### config.mk
export PLATFORM = sky130hd
export DESIGN_NAME = utf8_to_codepoint_decoder
export DESIGN_NICKNAME = d
export VERILOG_FILES = /design/src/u8d_pkg.sv /design/src/u8d_in_stage.sv /design/src/u8d_decode.sv /design/src/u8d_out_stage.sv /design/src/utf8_to_codepoint_decoder.sv
export SDC_FILE = /design/constraint.sdc
export NUM_CORES = 1
export LEC_CHECK = 0
export BUFFER_PORTS_ARGS = -buffer_cell sky130_fd_sc_hd__buf_2
export CELL_PAD_IN_SITES_DETAIL_PLACEMENT = 0
export CELL_PAD_IN_SITES_GLOBAL_PLACEMENT = 1
export CORE_MARGIN = 4
export CORE_UTILIZATION = 45
export CTS_BUF_LIST = sky130_fd_sc_hd__clkbuf_8
export CTS_CLUSTER_SIZE = 30
export DETAILED_ROUTE_END_ITERATION = 10
export PLACE_DENSITY_LB_ADDON = 0.1
export SLEW_MARGIN = 20
export SYNTH_ARGS = -nofsm -noshare
export SYNTH_HDL_FRONTEND = slang
export SYNTH_SLANG_ARGS = --single-unit
### constraint.sdc
create_clock -name clock -period 3.4 [get_ports clock]
set_input_delay 0.51 -clock clock [delete_from_list [all_inputs] [get_ports clock]]
set_output_delay 0.51 -clock clock [all_outputs]
set_load 0.02 [all_outputs]
### src/u8d_pkg.sv
// Package with shared widths, status codes and types for the UTF-8 decoder.
`timescale 1ns / 1ps

package u8d_pkg;

   // Field widths of the byte and code point channels.
   localparam int BYTE_W  = 8;
   localparam int CP_W    = 21;
   localparam int CP_PAD  = 24;
   localparam int STAT_W  = 2;
   localparam int COUNT_W = 2;

   // Status codes carried with every code point.
   localparam logic [STAT_W-1:0] ST_OK     = 2'd0;
   localparam logic [STAT_W-1:0] ST_BADLEAD = 2'd1;
   localparam logic [STAT_W-1:0] ST_BROKEN = 2'd2;
   localparam logic [STAT_W-1:0] ST_RANGE  = 2'd3;

   // Outcome of decoding one byte.
   typedef struct packed {
      logic              emit;
      logic [CP_W-1:0]   code_point;
      logic [STAT_W-1:0] status;
   } u8d_result_type;

endpackage

### src/u8d_in_stage.sv
// Input register that holds one byte request until the decoder takes it.
`timescale 1ns / 1ps

module u8d_in_stage
   import u8d_pkg::*;
(
   input  logic              clock,
   input  logic              reset,
   input  logic              req_tvalid,
   output logic              req_tready,
   input  logic [BYTE_W-1:0] req_tdata,
   input  logic              advance,
   output logic              byte_valid,
   output logic [BYTE_W-1:0] byte_value
);

   logic              valid_ff;
   logic              valid_in;
   logic [BYTE_W-1:0] data_ff;
   logic [BYTE_W-1:0] data_in;

   // The register may be refilled in the same cycle that it is drained.
   assign req_tready = !valid_ff || advance;

   always_comb begin
      valid_in = valid_ff;
      data_in  = data_ff;
      if (req_tready) begin
         valid_in = req_tvalid;
         data_in  = req_tdata;
      end
   end

   // Control state is reset; the data register is not.
   always_ff @(posedge clock) begin
      if (reset) begin
         valid_ff <= 1'b0;
      end else begin
         valid_ff <= valid_in;
      end
   end

   always_ff @(posedge clock) begin
      data_ff <= data_in;
   end

   assign byte_valid = valid_ff;
   assign byte_value = data_ff;

endmodule

### src/u8d_decode.sv
// Decoder state and the single-pass logic that turns one byte into a result.
`timescale 1ns / 1ps

module u8d_decode
   import u8d_pkg::*;
(
   input  logic              clock,
   input  logic              reset,
   input  logic              advance,
   input  logic [BYTE_W-1:0] byte_value,
   output u8d_result_type    result
);

   logic [CP_W-1:0]    partial_ff;
   logic [CP_W-1:0]    partial_in;
   logic [COUNT_W-1:0] remaining_ff;
   logic [COUNT_W-1:0] remaining_in;
   logic [CP_W-1:0]    shifted;
   logic [CP_W-1:0]    byte_wide;

   assign shifted   = {partial_ff[CP_W-7:0], byte_value[5:0]};
   assign byte_wide = {{(CP_W-BYTE_W){1'b0}}, byte_value};

   // Next state and result for the byte now presented.
   always_comb begin
      partial_in        = partial_ff;
      remaining_in      = remaining_ff;
      result.emit       = 1'b0;
      result.code_point = byte_wide;
      result.status     = ST_OK;
      if (remaining_ff != '0) begin
         if (byte_value[7:6] == 2'b10) begin
            // Continuation byte: shift in six payload bits.
            partial_in        = shifted;
            remaining_in      = remaining_ff - 1'b1;
            result.code_point = shifted;
            result.emit       = (remaining_ff == 2'd1);
         end else begin
            // Sequence broken: drop the partial value, pass the byte on.
            partial_in    = '0;
            remaining_in  = '0;
            result.emit   = 1'b1;
            result.status = ST_BROKEN;
         end
      end else begin
         if (byte_value inside {[8'h00:8'h7F]}) begin
            result.emit = 1'b1;
         end else if (byte_value inside {[8'hC0:8'hDF]}) begin
            partial_in   = {{(CP_W-5){1'b0}}, byte_value[4:0]};
            remaining_in = 2'd1;
         end else if (byte_value inside {[8'hE0:8'hEF]}) begin
            partial_in   = {{(CP_W-4){1'b0}}, byte_value[3:0]};
            remaining_in = 2'd2;
         end else if (byte_value inside {[8'hF0:8'hF4]}) begin
            partial_in   = {{(CP_W-3){1'b0}}, byte_value[2:0]};
            remaining_in = 2'd3;
         end else if (byte_value inside {[8'hF5:8'hF7]}) begin
            // Lead beyond the code space: error with a zero code point.
            result.emit       = 1'b1;
            result.code_point = '0;
            result.status     = ST_RANGE;
         end else begin
            // Lone continuation byte or a byte of 0xF8 and above.
            result.emit   = 1'b1;
            result.status = ST_BADLEAD;
         end
      end
   end

   // State moves only when a byte is consumed.
   always_ff @(posedge clock) begin
      if (reset) begin
         partial_ff   <= '0;
         remaining_ff <= '0;
      end else if (advance) begin
         partial_ff   <= partial_in;
         remaining_ff <= remaining_in;
      end
   end

endmodule

### src/u8d_out_stage.sv
// Result register that presents one code point to the downstream side.
`timescale 1ns / 1ps

module u8d_out_stage
   import u8d_pkg::*;
(
   input  logic                clock,
   input  logic                reset,
   input  logic                advance,
   input  u8d_result_type      result,
   output logic                can_accept,
   output logic                rsp_tvalid,
   input  logic                rsp_tready,
   output logic [CP_PAD-1:0]   rsp_tdata,
   output logic [STAT_W-1:0]   rsp_tuser
);

   logic              valid_ff;
   logic              valid_in;
   logic [CP_W-1:0]   cp_ff;
   logic [CP_W-1:0]   cp_in;
   logic [STAT_W-1:0] status_ff;
   logic [STAT_W-1:0] status_in;

   // Free when empty or when the held result leaves this cycle.
   assign can_accept = !valid_ff || rsp_tready;

   always_comb begin
      valid_in  = valid_ff && !rsp_tready;
      cp_in     = cp_ff;
      status_in = status_ff;
      if (advance && result.emit) begin
         valid_in  = 1'b1;
         cp_in     = result.code_point;
         status_in = result.status;
      end
   end

   always_ff @(posedge clock) begin
      if (reset) begin
         valid_ff <= 1'b0;
      end else begin
         valid_ff <= valid_in;
      end
   end

   always_ff @(posedge clock) begin
      cp_ff     <= cp_in;
      status_ff <= status_in;
   end

   assign rsp_tvalid = valid_ff;
   assign rsp_tdata  = {{(CP_PAD-CP_W){1'b0}}, cp_ff};
   assign rsp_tuser  = status_ff;

endmodule

### src/utf8_to_codepoint_decoder.sv
// Top level of the streaming UTF-8 to code point decoder.
//
//   Channel  Direction  Payload
//   req_     in         tdata[7:0] byte_in
//   rsp_     out        tdata[20:0] code_point, tuser[1:0] status
//
// One byte is taken per clock when the result side is not stalled; a result
// is presented once its final byte has waited in the input register and been
// decoded into the result register. Reset is synchronous and clears the
// sequence state and both valid flags. A stall on rsp_tready holds the result
// register, and the input register then takes at most one more byte before
// req_tready drops.
`timescale 1ns / 1ps

module utf8_to_codepoint_decoder
   import u8d_pkg::*;
(
   input  logic              clock,
   input  logic              reset,
   input  logic              req_tvalid,
   output logic              req_tready,
   input  logic [BYTE_W-1:0] req_tdata,   // [7:0] byte_in
   output logic              rsp_tvalid,
   input  logic              rsp_tready,
   output logic [CP_PAD-1:0] rsp_tdata,   // [20:0] code_point, [23:21] zero
   output logic [STAT_W-1:0] rsp_tuser    // [1:0] status
);

   logic              byte_valid;
   logic [BYTE_W-1:0] byte_value;
   logic              can_accept;
   logic              advance;
   u8d_result_type    result;

   // A byte is decoded when one is held and the result register is free.
   assign advance = byte_valid && can_accept;

   u8d_in_stage u_in (
      .clock      (clock),
      .reset      (reset),
      .req_tvalid (req_tvalid),
      .req_tready (req_tready),
      .req_tdata  (req_tdata),
      .advance    (advance),
      .byte_valid (byte_valid),
      .byte_value (byte_value)
   );

   u8d_decode u_decode (
      .clock      (clock),
      .reset      (reset),
      .advance    (advance),
      .byte_value (byte_value),
      .result     (result)
   );

   u8d_out_stage u_out (
      .clock      (clock),
      .reset      (reset),
      .advance    (advance),
      .result     (result),
      .can_accept (can_accept),
      .rsp_tvalid (rsp_tvalid),
      .rsp_tready (rsp_tready),
      .rsp_tdata  (rsp_tdata),
      .rsp_tuser  (rsp_tuser)
   );

`ifndef SYNTHESIS
   // No result is shown in the cycle after reset.
   a_reset_clears: assert property (@(posedge clock) reset |=> !rsp_tvalid)
      else $error("result valid after reset");

   // A range error always carries a zero code point.
   a_range_zero: assert property (@(posedge clock) disable iff (reset)
      (rsp_tvalid && rsp_tuser == ST_RANGE) |-> (rsp_tdata == '0))
      else $error("range error with non-zero code point");

   // An invalid lead is a continuation byte or a byte of 0xF8 and above.
   a_badlead_byte: assert property (@(posedge clock) disable iff (reset)
      (rsp_tvalid && rsp_tuser == ST_BADLEAD) |->
      (rsp_tdata[CP_PAD-1:8] == '0 &&
       (rsp_tdata[7:6] == 2'b10 || rsp_tdata[7:3] == 5'b11111)))
      else $error("invalid lead status with unexpected byte");

   // No code point ever exceeds the largest value a 0xF4 lead can build.
   a_cp_range: assert property (@(posedge clock) disable iff (reset)
      rsp_tvalid |-> (rsp_tdata <= 24'h13FFFF))
      else $error("code point out of range");
`endif

endmodule
# After elaboration in Yosys (flattened, before gate mapping)

Index checks and enable logic that the tools add are counted.
W data, S select, Z words.

$add $sub $neg: 1
Magnitude comparators: 10
Equal/unequal tests: 3
Muxes and demuxes: 24
Reductions and logical operators: 16

Operators with widths:

| operator              | count |
|---|---|
| $mux W24              | 4 |
| $mux W15              | 6 |
| $ge A8 B8 Y1 const B  | 4 |
| $le A8 B8 Y1 const B  | 4 |
| $mux W23              | 1 |
| $mux W21              | 1 |
| $mux W2               | 8 |
| $ge A8 B1 Y1 const B  | 1 |
| $le A8 B7 Y1 const B  | 1 |
| $logic_and A1 B1 Y1   | 8 |
| $mux W8               | 1 |
| $reduce_bool A4 Y1    | 1 |
| $logic_not A1 Y1      | 3 |
| $mux W1               | 3 |
| $reduce_and A3 Y1     | 1 |
| $eq A2 B1 Y1 const B  | 1 |
| $eq A2 B2 Y1 const B  | 1 |
| $logic_or A1 B1 Y1    | 2 |
| $ne A2 B1 Y1 const B  | 1 |
| $reduce_bool A2 Y1    | 1 |
| $sub A2 B1 Y2 const B | 1 |

Bits in registers: 50
Input port bits: 12
Output and inout bits: 28
Logic and storage cells: 61

# Logic depth before layout (Yosys ltp)

Word-level depth: 10
Gate-level depth with buffers: 8
Mapped depth without buffers: 6

# By module

From an unflattened synthesis, not the netlist that was laid out.

Cells, all modules: 191
Area total of the unflattened synthesis: 2194.6 sq um

Modules (own cells, without submodules):

| module                    | instances | cells an instance | area each (sq um) | sequential area each (sq um) |
|---|---|---|---|---|
| u8d_decode                | 1         | 146               | 1134.8            | 340.3 |
| u8d_out_stage             | 1         | 32                | 767.0             | 710.7 |
| u8d_in_stage              | 1         | 12                | 286.5             | 260.2 |
| utf8_to_codepoint_decoder | 1         | 1                 | 6.3               | 0.0 |

# Worst setup path after synthesis

No wires, ideal clock.

Path type: reg-to-reg
Start: reg u_decode.remaining_ff[0]
End: reg u_out.cp_ff[0], enable pin
Library setup time: 411 ps
Arrival time: 2324 ps
Data required time: 2989 ps
Path slack: 666 ps
Cell stages (with the launch flop): 8
Buffers on the path: 1
Period minus slack after synthesis: 2734 ps
Cells stage by stage: dfxtp_1 inv_1 ha_1 buf_2 nor3_1 a31oi_1 o21ai_1 a21oi_1

Longest elaborated chain between the ends: 4
Elaborated cells between the ends (all ways): 5
Those cells by class: 1 x eq/ne; 2 x mux; 2 x reduce/logical

Ends and longest elaborated chain:

| what                   | line                | RTL |
|---|---|---|
| from (decl)            | u8d_decode.sv:16    | `logic [COUNT_W-1:0] remaining_ff;` |
| from (signal assigned) | u8d_decode.sv:77    | `remaining_ff <= remaining_in;` |
| $eq A2 B1 Y1           | u8d_decode.sv:37    | `result.emit = (remaining_ff == 2'd1);` |
| $mux W1                | u8d_decode.sv:32    | `if (byte_value[7:6] == 2'b10) begin` |
| $mux W24 *             | u8d_decode.sv:31    | `if (remaining_ff != '0) begin` |
| $logic_and A1 B1 Y1 *  | u8d_out_stage.sv:32 | `if (advance && result.emit) begin` |
| to (signal assigned)   | u8d_out_stage.sv:48 | `cp_ff <= cp_in;` |
| to (decl)              | u8d_out_stage.sv:20 | `logic [CP_W-1:0] cp_ff;` |

Mark *: on every way between the ends. The rest lies on a longest branch, timed or not.
A chain may end at the register's enable or synchronous reset.

# Worst setup path after layout

Start: reg u_decode.remaining_ff[0]
End: reg u_out.cp_ff[12], enable pin

The elaborated chain is that of the path after synthesis.

==> summary.md <==
| Metric | Value |
|---|---|
| Status | finished clean |
| Fillers | 395 |
| Startpoint class of the critical path | flop |
| Clk_skew | between 0.004 and 0.005 ns |
| Clk sinks | 50 |
| Fin crit period | 2.56 ns |
| Req. time, crit path | 3.45 ns |
| Worst path slowest cell | or4_1 |
| Worst setup path start | u_decode.remaining_ff[0] |
| Worst min path class | in2reg |
| Crit path kind | reg2reg |
| Initial antenna violation count | 0 |
| # port buffers | 36 |
| Root Driver | clkbuf_8 |
| R2R cell count | 7 |
| Top_reg_cell synth | edfxtp_1 |
| Post-cts hold buffer count | 0 |
| Hold Fails Final Rpt | 0 |
| Vias | roughly 1400 |
| R2R Setup Slk | 0.84 ns |
| Antenna cells | 0 |
| Routed WL | between 3 and 4 mm |
| Initial drt markers | 89 |
| Top cell family by delay on the critical path | simple AND/OR/NAND/NOR gates |
| Fin Hold WS | 0.386 ns |
| Chip Width | around 75 µm |
| Final setup TNS | 0 ns |
| Slowest stage delay, CP | 0.52 ns |
| Gr ovfl total | 0 |
| WP depth | 7 |
| Max clock buf depth | 2 |
| Synth Warn # | 0 |
| Crit end category | flop |
| Post-CTS Setup Inserts | 0 |
| Crit path DAT | 2.61 ns |
| Cells along the critical path | inv_1 -> ha_1 -> inv_2 -> or4_1 -> o21ai_1 -> a21oi_2 -> buf_4 |
| H-tree Lvls | 2 |
| FMAX | 391 MHz |
| Drt pass-1 iters | 6 |
| Layout cells sized above 1 | about a quarter |
| Routability Congestion | 0.774 |
| Final WS setup | 0.843 ns |
| Die height | 75.4 µm |
| Slew Viols, Final | 0 |
| Worst skew pair latency | about 0.30 ns |
| Global router's overall resource usage | 14.4% |
| RSZ-0062 raised after global routing | false |
| Number of synthesized flops with an enable pin | 31 |
| Slew margin rel. | around 57% |
| Post-route DRC | 0 |
| Crit share post-route | ~75% |
| Final ANT Viol Nets | 0 |
| Final Core Density | 53.7% |
| Leak | around 0.91 nW |
| Seq/Total Area, Yosys | 64.1% |
| Vias in the first global route | 1257 |
| Crit path buf inv count | 3 |
| Die area | 5690 µm² |
| Synth async-reset ratio | 0% |
| Pre-CTS setup slack | 0.890 ns |
| Critical Path End | u_out.cp_ff[12] |
| Num CTS Buffers | 5 |
| Initial Utilization | 46.7% |
| Power Density | 512 nW/µm² |
| Post-DP HPWL | 2.71 mm |
| Setup Viol. Count Final | 0 |
| Distinct cells, synth | 38 |
| Rows | 24 |
| R2r endpoint | u_out.cp_ff[12] |
| CTS tree | yes |
| Max-cap violations | 0 |
| Largest net degree at the start of global routing | 16 |
| Clock-pin slew on the worst setup and hold paths | 0.08 ns |
| Mapped Area | 2050 µm² |
| Routed WL per cell | 14.8 µm |
| Crit path max fanout | 15 |
| Worst flop-to-flop path startpoint | u_decode.remaining_ff[0] |
| Worst vdd ir | 232 µV |
| Syn_area_per_cell | ~12 µm² |
| Post-Syn Instances | 164 |
| Final total power | 0.00121 W |
| Num ports | 40 |
| DR vias/cell | 5.41 |
| Worst-Margin Slew | 0.648 ns |
| First-pass GRT wire length | 6.18 mm |
| Layout net count | roughly 210 |
| Placeable Area | 4380 µm² |
| Resize count post-CTS | 0 |
| #FFs+latches synth | 50 |
| Synth-to-layout area growth | 15.0% |
cells by family (layout without fill, tap and decap cells):
logic type,count (synthesis),in the layout,synth area share (%)
buffers and inverters,16,50,4.52
flip-flops,50,50,64.1
adder cells (fa/ha/maj),2,2,1.22
AO/OA/AOI/OAI,46,46,16.0
AND/OR/NAND/NOR,49,49,14.0
other,1,3,0.183
power breakdown:
group	internal (W)	switching [W]	total, W	leakage (nW)
registers	0.000666	0.0000160	0.000682	0.456
logic	0.0000331	0.0000689	0.000102	0.391
clock network	0.000237	0.000185	0.000421	0.0626
total	0.000936	0.000269	0.00121	0.910
cells in the final DEF, fill, tap and decap left out, types with 3 or more instances in the layout:
master	netlist	layout
o21ai_1	6	6
clkbuf_8	0	6
o21ai_0	6	6
a31oi_1	3	3
a22o_1	10	10
buf_2	2	36
o211ai_1	3	3
dfxtp_1	19	19
nor2b_1	6	6
a21oi_1	6	5
edfxtp_1	31	31
nand2_1	9	9
conb_1	1	3
and2_1	16	16
nor3_1	3	3
inv_1	3	4
registers in the layout (all words and copies together), names as in the netlist:
| name | cells |
|---|---|
| u_decode.partial_ff | 15 |
| u_decode.remaining_ff | 2 |
| u_in.byte_valid | 1 |
| u_in.byte_value | 8 |
| u_out.cp_ff | 21 |
| u_out.rsp_tuser | 2 |
| u_out.rsp_tvalid | 1 |
worst min path at each step:
stage,startpoint,to,slack (ns),cells past startpoint
2_1_floorplan,u_decode.partial_ff[10],u_decode.partial_ff[10],0.44,1
3_3_place_gp,u_decode.partial_ff[9],u_decode.partial_ff[9],0.45,1
3_5_place_dp,u_decode.partial_ff[13],u_decode.partial_ff[13],0.46,1
4_1_cts,req_tdata[7],u_in.byte_value[7],0.37,1
5_1_grt,req_tdata[7],u_in.byte_value[7],0.36,1
6_report,req_tdata[0],u_in.byte_value[0],0.39,1
area by class of cell:
class                           instances  area [µm²]  area share (%)
Inverter                                5        18.8           0.797
Clock inverter                          2        33.8            1.44
Sequential cell                        50        1310            55.7
Clock buffer                            6        82.6            3.51
Timing Repair Buffer                   37         188            7.97
Tap cell                               52        65.1            2.76
Multi-Input combinational cell        100         654            27.8
through the flow:
| stage | area, µm² | cells |
|---|---|---|
| 2_1_floorplan | 2050 | 166 |
| 3_3_place_gp | 2240 | 244 |
| 3_5_place_dp | 2240 | 244 |
| 4_1_cts | 2350 | 252 |
| 5_1_grt | 2350 | 252 |
| 6_report | 2350 | 252 |
per-layer routing:
| layer | wire [µm] | track usage [%] | part of all wire [%] |
|---|---|---|---|
| met5 | 0 | 0 | 0 |
| met4 | 51 | 5.24 | 1.4 |
| met3 | 222 | 3.83 | 5.9 |
| met2 | 1840 | 22.9 | 49 |
| met1 | 1630 | 19.1 | 44 |
Yosys cell counts, drive strengths merged, types with 3 or more instances:
library cell	instances	share of area (%)
edfxtp	31	45
nor3	4	1.2
a31oi	3	0.92
nand2	9	1.7
buf	8	3.1
a21oi	7	1.9
o21ai	12	2.9
o211ai	3	1.1
clkbuf	3	0.55
nor2b	6	1.8
a22o	10	4.3
inv	5	0.92
dfxtp	19	19
and2	16	4.9
Power figures use the tool's default switching activity.
